## config.mk

```make
export PLATFORM = sky130hd
export DESIGN_NAME = websocket_frame_deframer
export DESIGN_NICKNAME = d
export VERILOG_FILES = /design/src/hdl/wsdf_pkg.sv /design/src/hdl/websocket_frame_deframer.sv
export SDC_FILE = /design/constraint.sdc
export NUM_CORES = 1
export LEC_CHECK = 0
export BUFFER_PORTS_ARGS = -buffer_cell sky130_fd_sc_hd__buf_4
export CAP_MARGIN = 40
export CORE_ASPECT_RATIO = 1.75
export CORE_MARGIN = 2
export CORE_UTILIZATION = 38
export CTS_CLUSTER_SIZE = 14
export DETAILED_ROUTE_END_ITERATION = 12
export GPL_ROUTABILITY_DRIVEN = 0
export GPL_TIMING_DRIVEN = 1
export PLACE_DENSITY = 0.53
export SLEW_MARGIN = 20
export SYNTH_ARGS = -nofsm -noshare
export SYNTH_HDL_FRONTEND = slang
export SYNTH_SLANG_ARGS = --single-unit
```

## constraint.sdc

```tcl
create_clock -name clk -period 7.12 [get_ports clk]
set_input_delay 1.068 -clock clk [delete_from_list [all_inputs] [get_ports clk]]
set_output_delay 1.068 -clock clk [all_outputs]
set_load 0.02 [all_outputs]
```

## src/hdl/wsdf_pkg.sv

```systemverilog
// ----------------------------------------------------------------------------
// WebSocket frame deframer package
// Parse phases, opcodes, frame kinds and status codes for the deframer.
// ----------------------------------------------------------------------------
package wsdf_pkg;

  // Parse phase of the current buffer
  typedef enum logic [2:0] {
    PH_HDR0    = 3'd0,
    PH_HDR1    = 3'd1,
    PH_EXTLEN  = 3'd2,
    PH_MASK    = 3'd3,
    PH_PAYLOAD = 3'd4,
    PH_TRAIL   = 3'd5,
    PH_DROP    = 3'd6
  } phase_t;

  // Opcodes accepted in the first header byte
  localparam logic [3:0] OP_TEXT  = 4'h1;
  localparam logic [3:0] OP_CLOSE = 4'h8;
  localparam logic [3:0] OP_PING  = 4'h9;
  localparam logic [3:0] OP_PONG  = 4'hA;

  // Frame kinds reported on frame_type
  localparam logic [1:0] KIND_TEXT  = 2'd0;
  localparam logic [1:0] KIND_CLOSE = 2'd1;
  localparam logic [1:0] KIND_PING  = 2'd2;
  localparam logic [1:0] KIND_PONG  = 2'd3;

  // Status codes
  localparam logic [1:0] ST_OK       = 2'd0;
  localparam logic [1:0] ST_OPCODE   = 2'd1;
  localparam logic [1:0] ST_UNMASKED = 2'd2;
  localparam logic [1:0] ST_LENGTH   = 2'd3;

  // Seven-bit length codes that select an extended length
  localparam logic [6:0] LEN7_EXT16 = 7'd126;
  localparam logic [6:0] LEN7_EXT64 = 7'd127;

  // Extended length byte counts and last mask key byte index
  localparam logic [3:0] EXT16_BYTES = 4'd2;
  localparam logic [3:0] EXT64_BYTES = 4'd8;
  localparam logic [3:0] MASK_LAST   = 4'd3;

endpackage

```

## src/hdl/websocket_frame_deframer.sv

```systemverilog
// Latency: a result is valid in the cycle after its input transaction is accepted.
// Throughput: one byte per cycle unless a held result stalls on out_ready; the output
// register frees in the cycle it is taken, so in_ready stays high while results are consumed.
// Reset: synchronous rst returns to awaiting the first header byte, clears length,
// index and kind, and empties the output register; the mask key is not cleared.
// ----------------------------------------------------------------------------
// WebSocket frame deframer
// Parses one masked client frame per buffer, one byte per transaction, and
// delivers unmasked payload bytes, a status result, or both.
// ----------------------------------------------------------------------------
module websocket_frame_deframer #(
  parameter int LENGTH_BITS = 64
) (
  input  logic       clk,
  input  logic       rst,
  input  logic       in_valid,
  output logic       in_ready,
  input  logic [7:0] in_byte,
  input  logic       buffer_end,
  output logic       out_valid,
  input  logic       out_ready,
  output logic [7:0] data_byte,
  output logic       has_data,
  output logic [1:0] frame_type,
  output logic [1:0] status,
  output logic       last
);
  import wsdf_pkg::*;

  // Parse state
  phase_t                 phase, phase_next;
  logic [3:0]             header_count, header_count_next;
  logic [LENGTH_BITS-1:0] frame_length, frame_length_next;
  logic [LENGTH_BITS-1:0] payload_index, payload_index_next;
  logic [1:0]             frame_kind, frame_kind_next;
  logic [7:0]             mask_key [4];

  // Result of the current byte
  logic       res_valid;
  logic [7:0] res_data;
  logic       res_has;
  logic [1:0] res_type;
  logic [1:0] res_status;
  logic       res_last;

  logic                   in_fire;
  logic [7:0]             unmasked;
  logic [LENGTH_BITS-1:0] len_shifted;
  logic [LENGTH_BITS-1:0] index_inc;
  logic [3:0]             count_inc;

  assign in_ready = !out_valid || out_ready;
  assign in_fire  = in_valid && in_ready;

  // Datapath helpers
  assign unmasked  = in_byte ^ mask_key[payload_index[1:0]];
  assign index_inc = payload_index + {{(LENGTH_BITS-1){1'b0}}, 1'b1};
  assign count_inc = header_count + 4'd1;
  assign len_shifted = (|frame_length[LENGTH_BITS-1 -: 8]) ? {LENGTH_BITS{1'b1}}
                       : {frame_length[LENGTH_BITS-9:0], in_byte};

  // Next state and result for one byte
  always_comb begin
    phase_next         = phase;
    header_count_next  = header_count;
    frame_length_next  = frame_length;
    payload_index_next = payload_index;
    frame_kind_next    = frame_kind;
    res_valid  = 1'b0;
    res_data   = 8'd0;
    res_has    = 1'b0;
    res_type   = frame_kind;
    res_status = ST_OK;
    res_last   = 1'b0;

    unique case (phase)
      PH_HDR0: begin
        res_type = KIND_TEXT;
        phase_next = PH_HDR1;
        unique case (in_byte[3:0])
          OP_TEXT:  frame_kind_next = KIND_TEXT;
          OP_CLOSE: frame_kind_next = KIND_CLOSE;
          OP_PING:  frame_kind_next = KIND_PING;
          OP_PONG:  frame_kind_next = KIND_PONG;
          default: begin
            frame_kind_next = KIND_TEXT;
            res_valid  = 1'b1;
            res_status = ST_OPCODE;
          end
        endcase
        if (!res_valid && buffer_end) begin
          res_valid  = 1'b1;
          res_status = ST_LENGTH;
          res_type   = frame_kind_next;
        end
        if (res_valid) begin
          res_last   = 1'b1;
          phase_next = buffer_end ? PH_HDR0 : PH_DROP;
        end
      end
      PH_HDR1: begin
        priority if (!in_byte[7]) begin
          res_valid  = 1'b1;
          res_status = ST_UNMASKED;
          res_last   = 1'b1;
          phase_next = buffer_end ? PH_HDR0 : PH_DROP;
        end else if (buffer_end) begin
          res_valid  = 1'b1;
          res_status = ST_LENGTH;
          res_last   = 1'b1;
          phase_next = PH_HDR0;
        end else if (in_byte[6:0] == LEN7_EXT16) begin
          frame_length_next = '0;
          header_count_next = EXT16_BYTES;
          phase_next        = PH_EXTLEN;
        end else if (in_byte[6:0] == LEN7_EXT64) begin
          frame_length_next = '0;
          header_count_next = EXT64_BYTES;
          phase_next        = PH_EXTLEN;
        end else begin
          frame_length_next = {{(LENGTH_BITS-7){1'b0}}, in_byte[6:0]};
          header_count_next = 4'd0;
          phase_next        = PH_MASK;
        end
      end
      PH_EXTLEN: begin
        frame_length_next = len_shifted;
        header_count_next = header_count - 4'd1;
        if (buffer_end) begin
          res_valid  = 1'b1;
          res_status = ST_LENGTH;
          res_last   = 1'b1;
          phase_next = PH_HDR0;
        end else if (header_count_next == 4'd0) begin
          phase_next = PH_MASK;
        end
      end
      PH_MASK: begin
        header_count_next = count_inc;
        if (header_count != MASK_LAST) begin
          if (buffer_end) begin
            res_valid  = 1'b1;
            res_status = ST_LENGTH;
            res_last   = 1'b1;
            phase_next = PH_HDR0;
          end
        end else begin
          header_count_next  = 4'd0;
          payload_index_next = '0;
          priority if (frame_length == '0) begin
            // Empty payload: close the frame on the last mask byte
            res_valid  = 1'b1;
            res_last   = 1'b1;
            phase_next = buffer_end ? PH_HDR0 : PH_TRAIL;
          end else if (buffer_end) begin
            res_valid  = 1'b1;
            res_status = ST_LENGTH;
            res_last   = 1'b1;
            phase_next = PH_HDR0;
          end else begin
            phase_next = PH_PAYLOAD;
          end
        end
      end
      PH_PAYLOAD: begin
        res_valid = 1'b1;
        priority if (index_inc == frame_length) begin
          res_data   = unmasked;
          res_has    = 1'b1;
          res_last   = 1'b1;
          phase_next = buffer_end ? PH_HDR0 : PH_TRAIL;
        end else if (buffer_end) begin
          res_status = ST_LENGTH;
          res_last   = 1'b1;
          phase_next = PH_HDR0;
        end else begin
          res_data           = unmasked;
          res_has            = 1'b1;
          payload_index_next = index_inc;
        end
      end
      PH_TRAIL: begin
        // Frame finished without buffer end: report the overrun once
        res_valid  = 1'b1;
        res_status = ST_LENGTH;
        res_last   = 1'b1;
        phase_next = buffer_end ? PH_HDR0 : PH_DROP;
      end
      default: begin
        // Drop bytes until the buffer ends
        if (buffer_end) phase_next = PH_HDR0;
      end
    endcase
  end

  // Advance parse state on each accepted transaction
  always_ff @(posedge clk) begin
    if (rst) begin
      phase         <= PH_HDR0;
      header_count  <= 4'd0;
      frame_length  <= '0;
      payload_index <= '0;
      frame_kind    <= KIND_TEXT;
    end else if (in_fire) begin
      phase         <= phase_next;
      header_count  <= header_count_next;
      frame_length  <= frame_length_next;
      payload_index <= payload_index_next;
      frame_kind    <= frame_kind_next;
    end
  end

  // Capture mask key bytes
  always_ff @(posedge clk) begin
    if (in_fire && phase == PH_MASK) begin
      mask_key[header_count[1:0]] <= in_byte;
    end
  end

  // Hold the result until the transaction downstream completes
  always_ff @(posedge clk) begin
    if (rst) begin
      out_valid <= 1'b0;
    end else if (in_fire) begin
      out_valid <= res_valid;
    end else if (out_ready) begin
      out_valid <= 1'b0;
    end
  end

  always_ff @(posedge clk) begin
    if (in_fire && res_valid) begin
      data_byte  <= res_data;
      has_data   <= res_has;
      frame_type <= res_type;
      status     <= res_status;
      last       <= res_last;
    end
  end

endmodule
```

==> key figures, run 1 <==
Critical path
  • WS Path Type: reg2reg
  • Critical path's largest stage delay: approximately 0.74 ns
  • Worst path required time: 7.49 ns
  • R2r startpoint: payload_index[21]
  • R2r endpoint: payload_index[34]
  • R2r worst-path depth: 13
  • Endpoint class of the critical path: register
  • CP startpoint kind: register
  • Worst Path Max Fanout: 35
  • Reg2Reg Setup Slack: roughly 2.0 ns
  • Worst path cell trace: nand4_1 -> nor4_2 -> buf_4 -> nand3_1 -> or3_1 -> a2111o_1 -> nor4_2 -> nand4_2 -> o21ai_4 -> buf_16 -> buf_12 -> a21oi_1 -> a31o_2
  • Arr. time, crit path: 5.46 ns
  • Crit-path slowest cell: nor4_2
  • Most frequent CP cell: nor4_2

Clocking
  • Hold_buf cts: 0
  • Clk_lat worst skew: 0.47 ns
  • CTS resizes: 0
  • Inserted Clock Buffers: 17
  • Post-CTS setup buffer count: 0
  • Reg clk slew, reported paths: about 0.08 ns
  • Clock sinks: between 150 and 200
  • CTS root buffer: clkbuf_16
  • H-tree depth: 4
  • CTS tree: yes
  • Max clock buf depth: 2

Outcome
  • Outcome: complete, no violations

Power
  • Worst VDD drop: 189.3 uV
  • P_leak: between 3 and 4 nW
  • PwrDens: between 150 and 200 nW/um^2

STA
  • Least-Margin Pin Slew: 0.9249 ns
  • Hold Fails Final Rpt: 0
  • PnR worst setup slack: 2.025 ns
  • Final min period: between 5 and 6 ns
  • Clock Skew: 0.01025 ns
  • Fmax: slightly below 0.2 GHz
  • Final worst path period share: a little under three quarters
  • Setup TNS: 0 ns
  • RSZ-0062 raised after global routing: false
  • Slew Limit Fails: 0
  • Slew HR: about 38%
  • Final setup vio count: 0
  • Hold_ws: 0.4601 ns

Logic synthesis
  • Synth cell types: 77
  • Yosys reg bits: approximately 190
  • Leading register cell type out of synthesis: dfxtp_1
  • Post-synth EDFFs: 46
  • Sequential area share after synthesis: 37.12%
  • Syn Area/Cell: 8.227 sq um
  • Ys Warns: 0
  • Ys async rst share: 0%
  • Syn Nets: 1388
  • Post-Synthesis Cells: 1370
  • Synth top area cells: dfxtp_1, edfxtp_1, xnor2_1
  • Yosys top cell area share: 24.87%
  • Area leader, netlist: dfxtp_1
  • Post-Syn Area: ~11000 sq um

Cells and area
  • Share of cells above drive strength 1: under 10%
  • Non-Filler Instances: between 1500 and 2000
  • # diodes: 0
  • Area of the multi-input gates: 6484 sq um
  • Storage element area: between 4000 and 5000 sq um
  • Area Overhead vs Synth: 10.69%
  • Final Cell Area: between 10000 and 15000 sq um
  • Nets: 1358
  • FILL cells: between 3000 and 4000

Placed design
  • Area after DPL: 11780 sq um
  • HPWL after detailed placement: between 30000 and 40000 um
  • Placed insts: 1700
  • Placement Setup Slack: around 2.2 ns
  • PortBufs: 28

Global route
  • Largest net degree at the start of global routing: 80
  • Total GRT Usage: ~29%
  • Vias in the first global route: around 10000
  • First-pass GRT wire length: ~66000 um
  • Initial antenna violation count: 0
  • GRT overflow: 0

Route
  • # DRC: 0
  • Pre-Repair DR Iteration Count: 8
  • Via density: 6.327
  • Drt first-iter violations: roughly 1100
  • DRT Wirelength: around 44000 um
  • Drt wl/cell: roughly 25 um
  • Antenna-violating nets left: 0
  • Via count: 10980

Min path
  • Worst hold start: frame_kind[0]
  • Min-delay worst type: reg2reg
  • Hold EP: frame_kind[0]
  • Hold path depth: 2

Die
  • Row cnt: 83
  • Initial core utilization: roughly two fifths
  • Die area: about 31000 sq um
  • Die height: ~230 um
  • Die X: between 100 and 150 um
  • I/O Pins: 29
  • Core Box Area: around 30000 sq um

Run
  • Maxcap violations: 0
==> power by group <==
| group | switching, W | internal, W |
|---|---|---|
| clock | 0.000497 | 0.000576 |
| combinational | 0.000119 | 0.0000507 |
| sequential | 0.00000852 | 0.00110 |
==> cell usage in the layout (no fill, tap or decap), types with 9 or more instances in the layout <==
cell / instances
a21o_1: 28
a21oi_1: 111
a31o_1: 9
a31oi_1: 14
and2_1: 17
and3_1: 13
and4_1: 14
buf_4: 41
clkbuf_16: 17
dfxtp_1: 140
edfxtp_1: 46
inv_1: 54
nand2_1: 145
nand2b_1: 20
nand3_1: 49
nand4_1: 51
nor2_1: 55
nor3_1: 30
nor4_1: 44
o211ai_1: 59
o21ai_0: 57
o21ai_1: 32
o21bai_1: 16
or3_1: 38
or4_1: 9
xnor2_1: 64
xor2_1: 29
==> worst max-delay path: cells and delay by family (launching register included) <==
family,cells,cell delay (ns)
compound gates,4,1.22
buf+inv,3,0.71
simple gates,6,2.47
flops,1,0.55
==> how the worst max path moves through the flow <==
stage	start	end	depth (start not counted)
after floorplan	payload_index[0]	register	13
after CTS	payload_index[21]	payload_index[34]	13
after global placement	payload_index[21]	register	11
final	payload_index[21]	payload_index[34]	13
after detailed placement	payload_index[21]	payload_index[34]	13
after global routing	payload_index[4]	payload_index[12]	12
==> metal layers <==
metal / wire (um) / GRT usage, %
met1: 14600 / 27.95
met2: 22370 / 50.48
met3: 2391 / 5.414
met4: 4834 / 26.18
met5: 0 / 0
==> synthesized netlist by cell type, types with 45 or more instances <==
library cell    n
inv_1          54
xnor2_1        64
clkbuf_1       59
nor2_1         56
a21oi_1       111
o21ai_0        58
nand2_1       146
nand3_1        49
o211ai_1       59
dfxtp_1       140
edfxtp_1       46
nand4_1        51
nor4_1         45
==> metrics by stage <==
stage | power (W) | util [%]
4_1_cts | 0.002360 | 42.44
5_1_grt | 0.002416 | 42.60
2_1_floorplan | 0.001227 | -
6_report | 0.002346 | 42.60
3_3_place_gp | 0.001292 | 39.86
3_5_place_dp | 0.001295 | 40.22
==> sequential cells by signal (all words and copies together), names as in the netlist, 2 cells and up, named ones only <==
signal	count
frame_type	2
header_count	4
payload_index	64
data_byte	8
frame_length	64
status	2
phase	3
mask_key	32
frame_kind	2
==> cells by family after synthesis <==
family | count (synthesis) | synth area share [%]
AOI/OAI and AO/OA | 393 | 22.24
xor gates and xnor gates | 93 | 7.227
adders and majority gates | 5 | 0.5551
buffers and inverters | 157 | 5.750
DFF | 186 | 37.12
muxes | 13 | 2.043
and+or+nand+nor | 523 | 25.07
==> cell type report <==
type	count	share of cell area [%]
inverter	57	1.715
multi-input combinational	1027	51.97
clock inverter	15	1.795
tap	382	3.831
clock buffer	17	3.410
sequential	186	33.54
timing repair buffer	51	3.741
(Power assumes the default switching activity.)
==> inputs of run 2 (changes only) <==
--- a/config.mk
+++ b/config.mk
@@ -5,6 +5,7 @@
 export SDC_FILE = /design/constraint.sdc
 export NUM_CORES = 1
 export LEC_CHECK = 0
+export ABC_AREA = 1
 export BUFFER_PORTS_ARGS = -buffer_cell sky130_fd_sc_hd__buf_4
 export CAP_MARGIN = 40
 export CORE_ASPECT_RATIO = 1.75
==> constraint.sdc (replaced) <==
create_clock -name clk -period 4.9 [get_ports clk]
set_input_delay 0.735 -clock clk [delete_from_list [all_inputs] [get_ports clk]]
set_output_delay 0.735 -clock clk [all_outputs]
set_load 0.02 [all_outputs]
==> run 2 against run 1 <==
Compared with the run above: sequential share of layout area barely moved; first-iteration DRC count decreased by 17%; non-clock buffer count is 7 lower; critical path type unchanged.
==> key figures, run 2 <==
Cells and area
  • Most frequent cells in the layout: nand2_1, nor2_1, a21oi_1, inv_1, nand3_1
  • # diodes: 0
  • FILL cells: roughly 3200
  • Storage element area: 4184 sq um
  • Area Overhead vs Synth: 9.508%
  • Area of the multi-input gates: slightly above 6000 sq um
  • Share of cells above drive strength 1: 5.977%
  • Most common cell after layout, fill and taps aside: nand2_1
  • Nets: about 1700

Logic synthesis
  • Area leader, netlist: dfxtp_1
  • Post-Synthesis Cells: roughly 1700
  • Syn Nets: around 1700
  • Yosys reg bits: 186
  • Yosys top cell area share: between 20% and 30%
  • Count leader, synth: nand2_1
  • Syn Area/Cell: about 6.6 sq um
  • Synth top area cells: dfxtp_1, nand2_1, edfxtp_1
  • Ys Warns: 0
  • Sequential area share after synthesis: a little under two fifths
  • Post-synth top cells: nand2_1, nor2_1, a21oi_1
  • Synth cell types: 43
  • Post-Syn Area: between 10000 and 15000 sq um
  • Post-synth EDFFs: 46
  • Leading register cell type out of synthesis: dfxtp_1
  • Ys async rst share: 0%

Die
  • Die height: 233.2 um
  • Row cnt: 84
  • Core Box Area: 29850 sq um
  • Initial core utilization: between 30% and 40%
  • I/O Pins: 29
  • Die area: ~31000 sq um
  • Die X: 135.0 um

Clocking
  • Post-CTS setup buffer count: 0
  • Clock sinks: approximately 190
  • H-tree depth: 4
  • Clk_lat worst skew: 0.47 ns
  • Hold_buf cts: 0
  • CTS resizes: 0
  • CTS tree: yes
  • CTS root buffer: clkbuf_16
  • Inserted Clock Buffers: 17
  • Reg clk slew, reported paths: 0.07 ns
  • Max clock buf depth: 2

Global route
  • Met3 GRT Util: slightly below 4%
  • Largest net degree at the start of global routing: 65
  • First-pass GRT wire length: between 60000 and 70000 um
  • Met1 Usage GRT: between 20% and 30%
  • Busiest grt layer: met2
  • Met2 usage: a little over half
  • Total GRT Usage: ~28%
  • Initial antenna violation count: 0
  • Vias in the first global route: roughly 11000
  • GRT overflow: 0

Min path
  • Hold path depth: 2
  • Min-delay worst type: reg2reg
  • Hold EP: frame_length[57]
  • Worst hold start: frame_length[57]

Critical path
  • Most frequent CP cell: nand2_1
  • R2r worst-path depth: 19
  • R2r startpoint: payload_index[7]
  • Arr. time, crit path: 4.57 ns
  • WS Path Type: reg2reg
  • CP startpoint kind: register
  • Worst path required time: 5.29 ns
  • Endpoint class of the critical path: register
  • Worst Path Max Fanout: 64
  • Worst path cell trace: nand2_1 -> nor2_1 -> nand2_1 -> nor2_2 -> nand2_2 -> nand2_1 -> nand3_1 -> nand3_1 -> nor2_1 -> nand2_1 -> nor2_1 -> nand2_1 -> nor2_2 -> nand3_2 -> nand2_1 -> inv_2 -> buf_4 -> nand3_1 -> a21oi_1
  • Crit-path slowest cell: buf_4
  • Reg2Reg Setup Slack: around 0.72 ns
  • Critical path's largest stage delay: 0.67 ns

Route
  • Antenna-violating nets left: 0
  • Drt wl/cell: between 20 and 25 um
  • Drt first-iter violations: ~900
  • Via count: 11660
  • DRT Wirelength: around 43000 um
  • Pre-Repair DR Iteration Count: 5
  • # DRC: 0
  • Via density: between 5 and 6

STA
  • Setup TNS: 0 ns
  • Final worst path period share: 85.32%
  • PnR worst setup slack: just over 0.7 ns
  • Clock Skew: around 0.0097 ns
  • Hold Fails Final Rpt: 0
  • Final setup vio count: 0
  • Final min period: between 4 and 5 ns
  • Least-Margin Pin Slew: about 0.86 ns
  • Slew Limit Fails: 0
  • RSZ-0062 raised after global routing: false
  • Fmax: between 0.2 and 0.25 GHz
  • Slew HR: between 40% and 50%

Power
  • PwrDens: between 300 and 400 nW/um^2
  • P_leak: 4.664 nW
  • Worst VDD drop: 278.5 uV

Outcome
  • Outcome: complete, no violations

Placed design
  • HPWL after detailed placement: between 30000 and 40000 um
  • Placement Setup Slack: about 0.85 ns
  • PortBufs: 28

Run
  • Maxcap violations: 0
==> run 2: how the worst max path moves through the flow <==
stage,start,end,slack [ns],cells after the start
after global routing,payload_index[7],payload_index[7],0.47,19
final,payload_index[7],register,0.72,19
after floorplan,payload_index[0],register,2.13,22
after CTS,payload_index[7],payload_index[1],0.80,17
after detailed placement,payload_index[7],payload_index[6],0.85,17
after global placement,payload_index[7],register,0.86,17
==> run 2: cell type report <==
cell class / instances / share of cell area (%)
Inverter: 181 / 5.438
Tap cell: 387 / 3.876
Clock buffer: 18 / 3.435
Timing Repair Buffer: 44 / 2.784
Sequential cell: 186 / 33.49
Multi-Input combinational cell: 1297 / 49.86
Clock inverter: 14 / 1.112
==> run 2: metrics by stage <==
step	std cells	power, W	hold WS [ns]	util (%)	cell area, sq um
final	2127	0.003799	0.4883	41.86	12490
after global routing	2127	0.003942	0.5050	41.86	12490
after CTS	2125	0.003813	0.4889	41.81	12480
after detailed placement	2093	0.002422	0.4772	39.91	11910
after global placement	2090	0.002419	0.4760	39.77	11870
after floorplan	1728	0.002150	0.4543	-	11410
==> run 2: layer usage <==
metal / part of all wire (%) / vias up / wire length (um)
met5: 0 / - / 0
met4: 9.5 / 0 / 4146
met3: 3.9 / 146 / 1704
li1: - / 5687 / -
met1: 34 / 5455 / 14670
met2: 53 / 373 / 22920
==> run 2: worst max-delay path, delay by kind of cell (launching register included) <==
family	cells	cell delay (ns)
AOI/OAI and AO/OA	1	0.23
and+or+nand+nor	16	2.63
DFF	1	0.43
buffers and inverters	2	0.77
==> run 2: logic make-up (layout without fill, tap and decap cells) <==
family | after synthesis | in the layout | synth area share [%]
AOI/OAI and AO/OA | 324 | 324 | 14.66
xor gates and xnor gates | 40 | 40 | 4.113
adders and majority gates | 5 | 5 | 0.5484
buffers and inverters | 245 | 257 | 8.982
DFF | 186 | 186 | 36.67
and+or+nand+nor | 928 | 928 | 35.02
==> run 2: power by group <==
| group | internal [W] | total (W) | switching, W |
|---|---|---|---|
| Sequential | 0.00164 | 0.00169 | 0.0000479 |
| Combinational | 0.000191 | 0.000710 | 0.000518 |
| Clock | 0.000711 | 0.00140 | 0.000691 |
==> inputs of run 3 (changes only) <==
--- a/config.mk
+++ b/config.mk
@@ -5,7 +5,6 @@
 export SDC_FILE = /design/constraint.sdc
 export NUM_CORES = 1
 export LEC_CHECK = 0
-export ABC_AREA = 1
 export BUFFER_PORTS_ARGS = -buffer_cell sky130_fd_sc_hd__buf_4
 export CAP_MARGIN = 40
 export CORE_ASPECT_RATIO = 1.75
==> run 3 against run 2 <==
Compared with the run above: fmax shrank 12%; clock skew shrank 0.0017 ns; register-to-register slack got worse by 0.58 ns; sequential power down 5%; global-route usage is 1.9 points higher; sequential share of layout area down 0.47 points; via count decreased by 3.9%; total power is 11% lower; critical path type unchanged.
==> key figures, run 3 (same netlist as run 1, synthesis figures left out) <==
Critical path
  • Buf/Inv on CP: 3
  • Worst path required time: 5.32 ns
  • Cell class contributing the biggest share of worst-path delay: simple AND/OR/NAND/NOR gates
  • Arr. time, crit path: roughly 5.2 ns
  • Worst Path Max Fanout: 17
  • Worst Setup SP: payload_index[11]
  • Critical path's largest stage delay: 0.73 ns
  • Endpoint class of the critical path: register
  • R2r startpoint: payload_index[11]
  • WS Path Type: reg2reg
  • CP startpoint kind: register
  • Crit-path slowest cell: nor4_1
  • Worst path cell trace: nand3_1 -> nor4_1 -> buf_2 -> nand4_1 -> xnor2_1 -> o2111ai_1 -> nor4_1 -> nand4_2 -> nor2_4 -> buf_4 -> o21a_1 -> buf_4 -> a311o_1

STA
  • Final min period: between 4 and 5 ns
  • Final setup vio count: 0
  • Final worst path period share: between 90% and 100%
  • Least-Margin Pin Slew: about 0.85 ns
  • Clock Skew: roughly 0.0080 ns
  • Slew Limit Fails: 0
  • Slew HR: roughly 43%
  • Setup TNS: 0 ns
  • Fmax: 0.2099 GHz
  • Hold Fails Final Rpt: 0
  • RSZ-0062 raised after global routing: false

Power
  • Switching Share: 27.23%
  • Comb pwr share: 7.1%
  • Seq pwr share: between 40% and 50%
  • Pint: 0.002448 W
  • Design Power: ~0.0034 W
  • Worst VDD drop: ~270 uV
  • Clock share of power: ~45%
  • P_leak: a little over 4 nW
  • PwrDens: 265.4 nW/um^2
  • P_sw: around 0.00092 W

Die
  • Row cnt: between 80 and 90
  • Core Box Area: ~29000 sq um
  • Die X: approximately 130 um
  • Die area: between 30000 and 40000 sq um
  • Initial core utilization: between 30 and 40%
  • Die height: around 230 um
  • I/O Pins: 29

Clocking
  • Post-CTS setup buffer count: 0
  • Clock sinks: about 190
  • Hold_buf cts: 0
  • Reg clk slew, reported paths: 0.08 ns
  • CTS resizes: 0
  • CTS tree: yes
  • Inserted Clock Buffers: 17
  • H-tree depth: 4
  • Clk_lat worst skew: around 0.47 ns
  • CTS root buffer: clkbuf_16
  • Max clock buf depth: 2

Cells and area
  • FILL cells: around 2900
  • Share of cells above drive strength 1: between 10% and 20%
  • Most frequent cells in the layout: nand2_1, dfxtp_1, a21oi_1, buf_4, xnor2_1
  • Storage element area: 4184 sq um
  • Nets: ~1400
  • Area of the multi-input gates: roughly 6500 sq um
  • Most common cell after layout, fill and taps aside: nand2_1
  • # diodes: 0
  • Area Overhead vs Synth: 12.43%

Route
  • Via count: between 10000 and 15000
  • Drt first-iter violations: 1116
  • Via density: roughly 6.3
  • Pre-Repair DR Iteration Count: 6
  • DRT Wirelength: about 47000 um
  • # DRC: 0
  • Antenna-violating nets left: 0
  • Drt wl/cell: ~26 um

Global route
  • Initial antenna violation count: 0
  • Vias in the first global route: 10550
  • Largest net degree at the start of global routing: 79
  • GRT overflow: 0
  • Total GRT Usage: 29.96%
  • First-pass GRT wire length: ~68000 um

Outcome
  • Outcome: complete, no violations

Placed design
  • HPWL after detailed placement: about 35000 um
  • PortBufs: 28

Min path
  • Min-delay worst type: reg2reg
  • Worst hold start: frame_kind[1]

Run
  • Maxcap violations: 0
-- run 3: changes by cell type in the layout (fill, tap and decap cells not counted), moves of 21 or more --
cell / before / now
a21oi_1: 195 / 111
a21o_1: 0 / 28
o21ai_0: 103 / 57
xnor2_1: 14 / 64
inv_1: 177 / 54
nor2_1: 216 / 55
nor3_1: 9 / 30
or3_1: 0 / 38
buf_4: 42 / 82
o211ai_1: 0 / 59
nor4_1: 9 / 45
o21ai_1: 2 / 32
nand3_1: 163 / 49
nand2_1: 451 / 145
-- run 3: layer usage --
metal	vias to the layer above	routed length [um]	track usage, %
met2	545	23140	52.65
met3	254	2902	6.592
met4	0	5803	29.97
li1	5078	-	-
met5	-	0	0
met1	5328	14860	27.66
-- run 3: final cells by class --
type	count	area share (%)
well taps	382	3.772
repair buffers	87	5.460
flip-flops and latches	186	33.02
clock buffers	17	3.357
clock inverters	15	1.590
multi-input cells	1027	51.12
inverters	57	1.688
-- run 3: worst paths after layout --
path                                          to  slack, ns  depth (start not counted)
worst max-delay path            payload_index[2]       0.14                         13
worst max register to register  payload_index[2]       0.14                         13
worst min-delay path               frame_kind[1]       0.46                          2
worst min register to register     frame_kind[1]       0.46                          2
-- run 3: stage by stage --
stage               setup slack, ns  utilization, %  hold WS (ns)  instances  area, sq um
global route                 0.1016           43.27        0.4846       1771        12670
detailed placement           0.5651           41.04        0.4509       1738        12020
finish                       0.1356           43.27        0.4601       1771        12670
global placement             0.4134           40.94        0.4473       1735        11990
floorplan                     1.506               -        0.4363       1370        11270
CTS                          0.5387           43.18        0.4608       1770        12640
-- run 3: power by group through the flow --
stage          registers, W  clock network (W)  logic [W]
3_3_place_gp        0.00165                  0   0.000233
5_1_grt             0.00161            0.00159   0.000259
2_1_floorplan       0.00165                  0   0.000130
3_5_place_dp        0.00165                  0   0.000235
6_report            0.00161            0.00151   0.000240
4_1_cts             0.00161            0.00154   0.000236
-- run 3: worst register-to-register path, stage by stage, from the launching register on --
cell       delay [ns]
dfxtp_1          0.46
nand3_1          0.31
nor4_1           0.73
buf_2            0.27
nand4_1          0.19
xnor2_1          0.70
o2111ai_1        0.29
nor4_1           0.36
nand4_2          0.28
nor2_4           0.21
buf_4            0.19
o21a_1           0.18
buf_4            0.33
a311o_1          0.21
